`src/hw/rtl/aob_pkg.sv`:
```
// Shared types and constants for the alpha-over RGBA8 blender.
package aob_pkg;

    // Field widths fixed by the pixel and coordinate formats
    localparam int CH_W    = 8;
    localparam int COORD_W = 14;
    localparam int CFG_W   = 13;
    localparam int IDX_W   = 24;
    localparam int NCH     = 3;

    // Configuration register indexes
    localparam int          CFG_IDX_W         = 2;
    localparam logic [1:0]  REG_CANVAS_WIDTH  = 2'd0;
    localparam logic [1:0]  REG_CANVAS_HEIGHT = 2'd1;

    localparam logic [12:0] CANVAS_WIDTH_RST  = 13'd1024;
    localparam logic [12:0] CANVAS_HEIGHT_RST = 13'd768;

    // Full-scale alpha
    localparam logic [7:0]  ALPHA_MAX = 8'd255;

    // x / 255 as (x * RECIP_255) >> RECIP_SH, exact for x < 16909320
    localparam logic [24:0] RECIP_255 = 25'd16843010;
    localparam int          RECIP_SH  = 32;

    // Side information carried alongside the colour arithmetic
    typedef struct packed {
        logic               inb;
        logic [IDX_W-1:0]   idx;
    } side_t;

endpackage

```
`src/hw/rtl/alpha_over_blend_rgba.sv`:
```
// Alpha-over blender: straight-alpha RGBA8 source over destination, one pixel per unstalled clock.
//
// Each beat carries a source pixel, the destination pixel under it and its
// signed canvas position; each result beat carries the blended pixel, its
// linear canvas index and a write enable. The block accepts one pixel every
// clock while no backpressure stalls it and returns each result in order.
// Nine register stages: three multiply stages (products, exact
// divide-by-255 via reciprocal products), one stage forming the colour
// numerators and the overflow check, four stages of restoring division
// that resolve two quotient bits each, and the output register.
// Backpressure from m_tready runs back through a per-stage ready chain,
// so empty stages are filled while the output waits. Canvas size registers
// are written through the cfg port and must only change while idle.
module alpha_over_blend_rgba #(
    parameter int MAX_CANVAS_DIM = 4096
) (
    input  logic        aclk,
    input  logic        aresetn,
    // configuration writes
    input  logic        cfg_valid,
    output logic        cfg_ready,
    input  logic [1:0]  cfg_index,
    input  logic [12:0] cfg_data,
    // pixel input
    input  logic        s_tvalid,
    output logic        s_tready,
    // dest_x[13:0], dest_y[27:14], src_red[35:28], src_green[43:36],
    // src_blue[51:44], src_opacity[59:52], dst_red[67:60], dst_green[75:68],
    // dst_blue[83:76], dst_alpha[91:84], zero pad[95:92]
    input  logic [95:0] s_tdata,
    // result output
    output logic        m_tvalid,
    input  logic        m_tready,
    // out_red[7:0], out_green[15:8], out_blue[23:16],
    // out_alpha_value[31:24], canvas_index[55:32]
    output logic [55:0] m_tdata,
    // write_enable[0]
    output logic [0:0]  m_tuser
);

    localparam int DIM_W  = $clog2(MAX_CANVAS_DIM + 1);
    localparam int EW     = (DIM_W > aob_pkg::CFG_W) ? DIM_W : aob_pkg::CFG_W;
    localparam int PROD_W = 13 + EW;
    localparam int NSTG   = 9;
    localparam int NDIV   = 4;

    // ---------------------------------------------------------------
    // Configuration registers
    // ---------------------------------------------------------------
    logic [12:0] cw_reg, ch_reg;

    assign cfg_ready = 1'b1;

    always_ff @(posedge aclk) begin
        if (!aresetn) begin
            cw_reg <= aob_pkg::CANVAS_WIDTH_RST;
            ch_reg <= aob_pkg::CANVAS_HEIGHT_RST;
        end else if (cfg_valid && cfg_ready) begin
            case (cfg_index)
                aob_pkg::REG_CANVAS_WIDTH:  cw_reg <= cfg_data;
                aob_pkg::REG_CANVAS_HEIGHT: ch_reg <= cfg_data;
                default: ;
            endcase
        end
    end

    // effective dimensions, limited to the largest canvas
    logic [EW-1:0] w_eff, h_eff;
    assign w_eff = (EW'(cw_reg) > EW'(MAX_CANVAS_DIM)) ? EW'(MAX_CANVAS_DIM) : EW'(cw_reg);
    assign h_eff = (EW'(ch_reg) > EW'(MAX_CANVAS_DIM)) ? EW'(MAX_CANVAS_DIM) : EW'(ch_reg);

    // ---------------------------------------------------------------
    // Input field unpacking
    // ---------------------------------------------------------------
    logic [13:0]                 in_x, in_y;
    logic [7:0]                  in_sa, in_da;
    logic [aob_pkg::NCH-1:0][7:0] in_sc, in_dc;

    assign in_x     = s_tdata[13:0];
    assign in_y     = s_tdata[27:14];
    assign in_sc[0] = s_tdata[35:28];
    assign in_sc[1] = s_tdata[43:36];
    assign in_sc[2] = s_tdata[51:44];
    assign in_sa    = s_tdata[59:52];
    assign in_dc[0] = s_tdata[67:60];
    assign in_dc[1] = s_tdata[75:68];
    assign in_dc[2] = s_tdata[83:76];
    assign in_da    = s_tdata[91:84];

    // ---------------------------------------------------------------
    // Pipeline control: valid per stage, ready chain from the output
    // ---------------------------------------------------------------
    logic [NSTG-1:0] vld_reg;
    logic [NSTG-1:0] en;

    always_comb begin
        en[NSTG-1] = !vld_reg[NSTG-1] || m_tready;
        for (int k = NSTG - 2; k >= 0; k--) begin
            en[k] = !vld_reg[k] || en[k+1];
        end
    end

    assign s_tready = en[0];
    assign m_tvalid = vld_reg[NSTG-1];

    always_ff @(posedge aclk) begin
        if (!aresetn) begin
            vld_reg <= '0;
        end else begin
            if (en[0]) vld_reg[0] <= s_tvalid;
            for (int k = 1; k < NSTG; k++) begin
                if (en[k]) vld_reg[k] <= vld_reg[k-1];
            end
        end
    end

    // ---------------------------------------------------------------
    // Stage 1: bounds check, row product, 8x8 products
    // ---------------------------------------------------------------
    logic                          s1_inb_reg;
    logic [aob_pkg::IDX_W-1:0]     s1_rowp_reg;
    logic [12:0]                   s1_x_reg;
    logic [7:0]                    s1_sa_reg, s1_inv_sa_reg;
    logic [15:0]                   s1_pda_reg;
    logic [aob_pkg::NCH-1:0][15:0] s1_scsa_reg, s1_dcda_reg;

    logic          inb_next;
    logic [7:0]    inv_sa_next;
    logic [PROD_W-1:0] rowp_next;

    assign inb_next = !in_x[13] && !in_y[13]
                   && (EW'(in_x[12:0]) < w_eff) && (EW'(in_y[12:0]) < h_eff);
    assign inv_sa_next = aob_pkg::ALPHA_MAX - in_sa;
    assign rowp_next   = PROD_W'(in_y[12:0]) * PROD_W'(w_eff);

    always_ff @(posedge aclk) begin
        if (en[0]) begin
            s1_inb_reg    <= inb_next;
            s1_rowp_reg   <= rowp_next[aob_pkg::IDX_W-1:0];
            s1_x_reg      <= in_x[12:0];
            s1_sa_reg     <= in_sa;
            s1_inv_sa_reg <= inv_sa_next;
            s1_pda_reg    <= 16'(in_da) * 16'(inv_sa_next);
            for (int c = 0; c < aob_pkg::NCH; c++) begin
                s1_scsa_reg[c] <= 16'(in_sc[c]) * 16'(in_sa);
                s1_dcda_reg[c] <= 16'(in_dc[c]) * 16'(in_da);
            end
        end
    end

    // ---------------------------------------------------------------
    // Stage 2: index sum, alpha term / 255, colour term times (255 - sa)
    // ---------------------------------------------------------------
    aob_pkg::side_t                s2_side_reg;
    logic [7:0]                    s2_sa_reg, s2_qda_reg;
    logic [aob_pkg::NCH-1:0][15:0] s2_scsa_reg;
    logic [aob_pkg::NCH-1:0][23:0] s2_t_reg;

    logic [40:0] qda_prod;
    assign qda_prod = 41'(s1_pda_reg) * 41'(aob_pkg::RECIP_255);

    always_ff @(posedge aclk) begin
        if (en[1]) begin
            s2_side_reg.inb <= s1_inb_reg;
            s2_side_reg.idx <= s1_inb_reg ?
                               (s1_rowp_reg + aob_pkg::IDX_W'(s1_x_reg)) : '0;
            s2_sa_reg       <= s1_sa_reg;
            s2_qda_reg      <= qda_prod[aob_pkg::RECIP_SH +: 8];
            s2_scsa_reg     <= s1_scsa_reg;
            for (int c = 0; c < aob_pkg::NCH; c++) begin
                s2_t_reg[c] <= 24'(s1_dcda_reg[c]) * 24'(s1_inv_sa_reg);
            end
        end
    end

    // ---------------------------------------------------------------
    // Stage 3: blended alpha, colour term / 255
    // ---------------------------------------------------------------
    aob_pkg::side_t                s3_side_reg;
    logic [7:0]                    s3_oa_reg;
    logic [aob_pkg::NCH-1:0][15:0] s3_scsa_reg, s3_tq_reg;

    logic [aob_pkg::NCH-1:0][48:0] tq_prod;
    logic [8:0]                    oa_sum;

    always_comb begin
        for (int c = 0; c < aob_pkg::NCH; c++) begin
            tq_prod[c] = 49'(s2_t_reg[c]) * 49'(aob_pkg::RECIP_255);
        end
    end
    assign oa_sum = 9'(s2_sa_reg) + 9'(s2_qda_reg);

    always_ff @(posedge aclk) begin
        if (en[2]) begin
            s3_side_reg <= s2_side_reg;
            s3_oa_reg   <= oa_sum[7:0];
            s3_scsa_reg <= s2_scsa_reg;
            for (int c = 0; c < aob_pkg::NCH; c++) begin
                s3_tq_reg[c] <= tq_prod[c][aob_pkg::RECIP_SH +: 16];
            end
        end
    end

    // ---------------------------------------------------------------
    // Divider stages: entry 0 holds numerator and overflow flag,
    // entries 1..4 each resolve two quotient bits
    // ---------------------------------------------------------------
    aob_pkg::side_t                dv_side_reg [NDIV+1];
    logic [7:0]                    dv_oa_reg   [NDIV+1];
    logic [aob_pkg::NCH-1:0][16:0] dv_rem_reg  [NDIV+1];
    logic [aob_pkg::NCH-1:0][7:0]  dv_q_reg    [NDIV+1];
    logic [aob_pkg::NCH-1:0]       dv_over_reg [NDIV+1];

    logic [aob_pkg::NCH-1:0][16:0] dv_rem_next [NDIV+1];
    logic [aob_pkg::NCH-1:0][7:0]  dv_q_next   [NDIV+1];
    logic [aob_pkg::NCH-1:0]       dv_over_next;

    always_comb begin : div_steps
        logic [16:0] rem_t;
        logic [16:0] dsr;
        logic [7:0]  q_t;
        // numerator and clamp detection
        for (int c = 0; c < aob_pkg::NCH; c++) begin
            dv_rem_next[0][c] = 17'(s3_scsa_reg[c]) + 17'(s3_tq_reg[c]);
            dv_q_next[0][c]   = '0;
            dv_over_next[c]   = dv_rem_next[0][c] >= 17'({s3_oa_reg, 8'h00});
        end
        // two restoring steps per stage, quotient MSB first
        for (int j = 1; j <= NDIV; j++) begin
            for (int c = 0; c < aob_pkg::NCH; c++) begin
                rem_t = dv_rem_reg[j-1][c];
                q_t   = dv_q_reg[j-1][c];
                for (int b = 0; b < 2; b++) begin
                    dsr = 17'(dv_oa_reg[j-1]) << (9 - 2 * j - b);
                    if (rem_t >= dsr) begin
                        rem_t = rem_t - dsr;
                        q_t[9 - 2 * j - b] = 1'b1;
                    end
                end
                dv_rem_next[j][c] = rem_t;
                dv_q_next[j][c]   = q_t;
            end
        end
    end

    always_ff @(posedge aclk) begin
        if (en[3]) begin
            dv_side_reg[0] <= s3_side_reg;
            dv_oa_reg[0]   <= s3_oa_reg;
            dv_rem_reg[0]  <= dv_rem_next[0];
            dv_q_reg[0]    <= dv_q_next[0];
            dv_over_reg[0] <= dv_over_next;
        end
        for (int j = 1; j <= NDIV; j++) begin
            if (en[3+j]) begin
                dv_side_reg[j] <= dv_side_reg[j-1];
                dv_oa_reg[j]   <= dv_oa_reg[j-1];
                dv_rem_reg[j]  <= dv_rem_next[j];
                dv_q_reg[j]    <= dv_q_next[j];
                dv_over_reg[j] <= dv_over_reg[j-1];
            end
        end
    end

    // ---------------------------------------------------------------
    // Output register: clamp, zero off-canvas and transparent pixels
    // ---------------------------------------------------------------
    logic [aob_pkg::NCH-1:0][7:0] out_c_reg;
    logic [7:0]                   out_a_reg;
    logic [aob_pkg::IDX_W-1:0]    out_idx_reg;
    logic                         out_we_reg;

    logic we_next;
    assign we_next = dv_side_reg[NDIV].inb && (dv_oa_reg[NDIV] != 8'd0);

    always_ff @(posedge aclk) begin
        if (en[NSTG-1]) begin
            for (int c = 0; c < aob_pkg::NCH; c++) begin
                out_c_reg[c] <= !we_next ? 8'd0 :
                                dv_over_reg[NDIV][c] ? aob_pkg::ALPHA_MAX :
                                dv_q_reg[NDIV][c];
            end
            out_a_reg   <= dv_side_reg[NDIV].inb ? dv_oa_reg[NDIV] : 8'd0;
            out_idx_reg <= dv_side_reg[NDIV].idx;
            out_we_reg  <= we_next;
        end
    end

    assign m_tdata = {out_idx_reg, out_a_reg, out_c_reg[2], out_c_reg[1], out_c_reg[0]};
    assign m_tuser = out_we_reg;

    // ---------------------------------------------------------------
    // Assertions
    // ---------------------------------------------------------------
    // an empty output stage means every stage can move
    a_ready_when_empty: assert property (@(posedge aclk) disable iff (!aresetn)
        !m_tvalid |-> s_tready)
        else $error("input stalled with empty output stage");

    // a write enable always carries a nonzero blended alpha
    a_we_alpha: assert property (@(posedge aclk) disable iff (!aresetn)
        (m_tvalid && m_tuser[0]) |-> (m_tdata[31:24] != 8'd0))
        else $error("write enable with zero alpha");

    // unclamped division leaves a remainder below the divisor
    a_div_rem: assert property (@(posedge aclk) disable iff (!aresetn)
        (vld_reg[3+NDIV] && dv_oa_reg[NDIV] != 8'd0) |->
        ((dv_over_reg[NDIV][0] || dv_rem_reg[NDIV][0] < 17'(dv_oa_reg[NDIV])) &&
         (dv_over_reg[NDIV][1] || dv_rem_reg[NDIV][1] < 17'(dv_oa_reg[NDIV])) &&
         (dv_over_reg[NDIV][2] || dv_rem_reg[NDIV][2] < 17'(dv_oa_reg[NDIV]))))
        else $error("divider remainder out of range");

endmodule
```
`config.mk`:
```
export PLATFORM = sky130hd
export DESIGN_NAME = alpha_over_blend_rgba
export DESIGN_NICKNAME = d
export VERILOG_FILES = /design/src/hw/rtl/aob_pkg.sv /design/src/hw/rtl/alpha_over_blend_rgba.sv
export SDC_FILE = /design/constraint.sdc
export NUM_CORES = 2
export LEC_CHECK = 0
export BUFFER_PORTS_ARGS = -buffer_cell sky130_fd_sc_hd__buf_4
export CAP_MARGIN = 20
export CELL_PAD_IN_SITES_DETAIL_PLACEMENT = 0
export CELL_PAD_IN_SITES_GLOBAL_PLACEMENT = 1
export CORE_AREA = 2 2 598 600
export DETAILED_ROUTE_END_ITERATION = 10
export DIE_AREA = 0 0 600 602
export GPL_ROUTABILITY_DRIVEN = 0
export PLACE_DENSITY_LB_ADDON = 0.1
export SYNTH_ARGS = -nofsm -noshare
export SYNTH_HDL_FRONTEND = slang
export SYNTH_SLANG_ARGS = --single-unit
```
`constraint.sdc`:
```
create_clock -name aclk -period 9.3 [get_ports aclk]
set_input_delay 0.465 -clock aclk [delete_from_list [all_inputs] [get_ports aclk]]
set_output_delay 0.465 -clock aclk [all_outputs]
set_load 0.01 [all_outputs]
```
# ---- After elaboration in Yosys (flattened, before gate mapping)
# Memories as Yosys holds them, arrays and structs flattened.
# Cells that the tools add are included.
dict set report totals {
  reg_bits 548
  wordCells 221
  out_inout_bits 60
  mem_bits_rw 555
  inputBits 116
  mem_count 5
}
dict set report op_classes {
  magnitude_cmp 31
  n_addsub 30
  multipliers 15
  n_eq_ne 1
  reduce_logical 28
  mux 63
}
# name depth word_bits read_ports rd_ports_with_merged_regs wr line_no
set memory_table {}
lappend memory_table {dv_rem_reg 5 51 4 0 5 alpha_over_blend_rgba.sv:210} ;# logic [aob_pkg::NCH-1:0][16:0] dv_rem_reg [NDIV+1];
lappend memory_table {dv_side_reg 5 25 5 0 5 alpha_over_blend_rgba.sv:208} ;# aob_pkg::side_t dv_side_reg [NDIV+1];
lappend memory_table {dv_q_reg 5 24 5 0 5 alpha_over_blend_rgba.sv:211} ;# logic [aob_pkg::NCH-1:0][7:0] dv_q_reg [NDIV+1];
lappend memory_table {dv_oa_reg 5 8 5 0 5 alpha_over_blend_rgba.sv:209} ;# logic [7:0] dv_oa_reg [NDIV+1];
lappend memory_table {dv_over_reg 5 3 5 0 5 alpha_over_blend_rgba.sv:212} ;# logic [aob_pkg::NCH-1:0] dv_over_reg [NDIV+1];
# operator count
set op_table {}
lappend op_table {{$mux 17} 24}
lappend op_table {{$mul 24x24->47 const B} 3}
lappend op_table {{$mul 8x8->16} 7}
lappend op_table {{$mul 16x8->24} 3}
lappend op_table {{$add 16x16->17} 3}
lappend op_table {{$ge 17x10->1} 3}
lappend op_table {{$ge 17x11->1} 3}
lappend op_table {{$ge 17x12->1} 3}
lappend op_table {{$ge 17x13->1} 3}
lappend op_table {{$ge 17x14->1} 3}
lappend op_table {{$ge 17x15->1} 3}
lappend op_table {{$ge 17x16->1} 3}
lappend op_table {{$ge 17x8->1} 3}
lappend op_table {{$ge 17x9->1} 3}
lappend op_table {{$sub 17x10->17} 3}
lappend op_table {{$sub 17x11->17} 3}
lappend op_table {{$sub 17x12->17} 3}
lappend op_table {{$sub 17x13->17} 3}
lappend op_table {{$sub 17x14->17} 3}
lappend op_table {{$sub 17x15->17} 3}
lappend op_table {{$sub 17x8->17} 3}
lappend op_table {{$sub 17x9->17} 3}
lappend op_table {{$mul 16x24->39 const B} 1}
lappend op_table {{$mux 1} 34}
lappend op_table {{15 further kinds} 42}

# ---- Longest topological paths before layout
dict set report depth {
  depth_word 10
  mapped_depth 27
  ltp_nobuf 25
}

# ---- Worst setup path after synthesis
# Ideal clock, no wire load.
dict set report synth_path {
  path_kind {input to register}
  start {in m_tready}
  end {reg s1_dcda_reg[0] (netlist bit) (enable)}
  path_stages 6
  path_buffers 0
  setup_time_ps 1814
  required_time_ps 7486
  arrival_ps 5206
  slack_ps 2281
  cell_sequence {nor2b_1 -> and2_1 -> and3_1 -> and3_1 -> and2_1 -> nand3_1}
}
dict set report synth_between {
  elab_chain_len 9
}
# item line_no
set synth_rtl {}
lappend synth_rtl {{start: declaration} alpha_over_blend_rgba.sv:33} ;# input logic m_tready,
lappend synth_rtl {{$logic_or 1x1->1} alpha_over_blend_rgba.sv:97} ;# en[NSTG-1] = !vld_reg[NSTG-1] || m_tready;
lappend synth_rtl {{$logic_or 1x1->1 (8 in a row)} alpha_over_blend_rgba.sv:99} ;# en[k] = !vld_reg[k] || en[k+1];
lappend synth_rtl {{net s_tready} alpha_over_blend_rgba.sv:26} ;# output logic s_tready,
lappend synth_rtl {{end signal: indexed assignment} alpha_over_blend_rgba.sv:146} ;# s1_dcda_reg[c] <= 16'(in_dc[c]) * 16'(in_da);
lappend synth_rtl {{end: declaration} alpha_over_blend_rgba.sv:125} ;# logic [aob_pkg::NCH-1:0][15:0] s1_scsa_reg, s1_dcda_reg;
# The timed path passes the listed nets, and every way through them passes these cells.
# A chain may end at the register's enable or synchronous reset.

==> flow_summary.toml <==
[outcome]
status = "completed"

[grt]
grt_pass1_vias = 61300
grt_max_degree = 132
antenna_found_initial = 20
grt_overflow_total = 0
track_usage = 0.129
grt_pass1_wl_um = 364000

[sta]
setup-violations-final = 0
fin_skew_ns = 0.0713
slew_headroom = 0.285
worst_slack_ns = 2.57
tns_ns = 0
worst_slew_pin_slew_ns = 1.07
finalMaxSlewViolations = 0
final.period_utilization = 0.724
rsz0062_at_grt = "no"
fin_crit_ns = 6.73
hold_viol = 0
fmax_mhz = 149

[yosys]
synth_cells = 8313
synth-main-ff-cell = "edfxtp_1"
synth_edf_count = 957
synthDominantAreaCellType = "edfxtp_1"
yosys_warnings = 0
ys_async_sr_fraction = 0
ys_seq_area_frac = 0.333
avgSynthCellArea_um2 = 10.6
ys_types = 99
yosys-top-cells-area = "edfxtp_1 (32%), ha_1 (19%), fa_1 (16%)"
syn_nets = 10500
synth_seq_cells = 992
netlist.area_leader.share = 0.325
syn_area_mm2 = 0.0885

[critical_path]
cp.arrival_ns = 7.28
worst-setup-path-type = "reg -> reg"
max_stage_delay_ns = 0.79
critPathMostFrequentCell = "a21oi_1"
path_max_fanout = 21
required_ns = 9.84
crit_buf_inv = 2
crit_path_end_kind = "flop"
cp-start-kind = "flop"
slowest_stage = "nor4_4"
path_delay_family = "compound AO/OA/AOI/OAI gates"
path_cells = "inv_1 > fa_1 > a21o_1 > a21oi_1 > o21a_1 > nor2_1 > a21oi_1 > nor2_1 > a21oi_1 > inv_1 > ha_1 > nor2b_1 > o21a_1 > o21ai_0 > a21oi_1 > o21ai_0 > a21boi_0 > or4_1 > nor4_4 > nor3_1 > xnor2_1"

[placement]
dp_slack_ns = 2.40
numPortBuffers = 170
hpwl_um = 185000

[die]
die_area_mm2 = 0.361
coreArea_mm2 = 0.355
start_util = 0.249
ios = 176
rows = 219
die_h_um = 602
fp.dieW_um = 600

[clocking]
h-tree-depth = 4
clock-sinks = 992
post_cts_buffers = 0
path_clk_slew_ns = 0.06
cts.path.max_buffers = 4
clockRootBuffer = "clkbuf_16"
numCtsBuffers = 137
post_cts_resized = 0
cts_tree = "done"
clock_latency_ns = 0.84

[finish]
fill_cells = 37100
drive_above_1_share = 0.0647
layout.nets = 10700
syn_to_final_growth_pct = 13.5
largest_reg_flops = 204

[routing]
dr.pass1.iters = 5
via_per_inst = 4.29
wl_per_cell_um = 17.2
drt_iter0_markers = 2265
num_vias = 57500
drc_errors = 0
final_antenna_net_count = 0
wl_um = 231000

[run]
max-cap-violations = 0

[worst_hold_path]
hp-class = "in -> reg"
## cell families after synthesis
group           synth area share
flops                      0.333
other cells            0.0000424
buf+inv                   0.0599
mux                       0.0106
simple gates               0.135
xor+xnor                  0.0371
fa+ha+maj                  0.347
compound gates            0.0773
## cell type report
| type | count | area, um^2 | area share |
|---|---|---|---|
| Multi-Input combinational cell | 5918 | 53800 | 0.536 |
| Sequential cell | 992 | 29400 | 0.293 |
| Tap cell | 4751 | 5940 | 0.0592 |
| Inverter | 1238 | 4660 | 0.0464 |
| Clock buffer | 166 | 3630 | 0.0362 |
| Timing Repair Buffer | 265 | 2150 | 0.0214 |
| Clock inverter | 71 | 805 | 0.00801 |
| Antenna cell | 5 | 12.5 | 0.000125 |
## worst register-to-register path, delay by kind of cell, from the launching register on
kind,cells,cell delay [ns]
AOI/OAI and AO/OA,10,2.60
xor gates and xnor gates,1,0.19
adders and majority gates,2,0.82
buffers and inverters,2,0.47
DFF,1,0.59
and+or+nand+nor,6,1.78
## worst paths after layout
check	start	endpoint	slack, ns	depth (start not counted)
max	dv_oa_reg[0][17]	dv_rem_reg[0][201]	2.57	21
min	aresetn	ch_reg[12]	0.11	2
max reg2reg	dv_oa_reg[0][17]	dv_rem_reg[0][201]	2.57	21
min reg2reg	dv_q_reg[0][78]	dv_q_reg[0][102]	0.37	0
## synth_stat cells (all sizes together), types with 26 or more instances
cell / n
ha: 1338
inv: 1238
edfxtp: 957
nand2: 761
fa: 699
and2: 554
nor2: 369
xnor2: 282
a21oi: 281
o21ai: 275
nor2b: 160
clkbuf: 148
nor3: 120
a21o: 111
xor2: 93
a21boi: 84
nand3: 71
o21a: 66
mux2: 56
nand4: 53
nand2b: 45
nor4: 40
or3: 39
dfxtp: 35
a211oi: 33
or2: 33
mux2i: 30
o31ai: 26
## layer usage
layer,GRT usage,vias up,share of wire
met3,0.0147,210,0.027
met4,0.0254,0,0.019
li1,-,28600,-
met2,0.206,574,0.44
met1,0.187,28100,0.51
met5,0,-,0
## metrics by stage
| stage | hold slack (ns) | cell area [um^2] | std cells | utilization |
|---|---|---|---|---|
| after floorplan | 0.400 | 88500 | 8313 | - |
| after global placement | 0.400 | 95500 | 13100 | 0.269 |
| after detailed placement | 0.405 | 95600 | 13100 | 0.269 |
| after CTS | 0.0351 | 100000 | 13400 | 0.283 |
| after global routing | 0.0785 | 100000 | 13400 | 0.283 |
| final | 0.114 | 100000 | 13400 | 0.283 |
## repair_timing
item                       4_1_cts  5_1_grt
hold buffers                    40        0
setup endpoints to repair        0        0
hold endpoints to repair        46        0
## placed cells by master, fill, tap and decap left out, types with 26 or more instances in the layout
master         count
edfxtp_1         957
a21boi_0          84
dfxtp_1           35
o21a_1            66
mux2i_1           30
ha_1            1338
nor3_1           117
clkbuf_16        141
or2_2             31
clkinv_2          26
nor2_1           369
mux2_2            51
a211oi_1          32
nand2b_1          45
xnor2_1          282
nand2_1          758
and2_1           554
nand4_1           52
nor2b_1          160
o21ai_0          269
a21o_1           111
buf_4            220
nand3_1           69
fa_1             699
a21oi_1          281
inv_1           1233
or3_1             38
xor2_1            93
dlygate4sd3_1     40
nor4_1            35
Power is not shown: default switching activity piles up to over one toggle a cycle in this logic, so the estimate is an artifact.
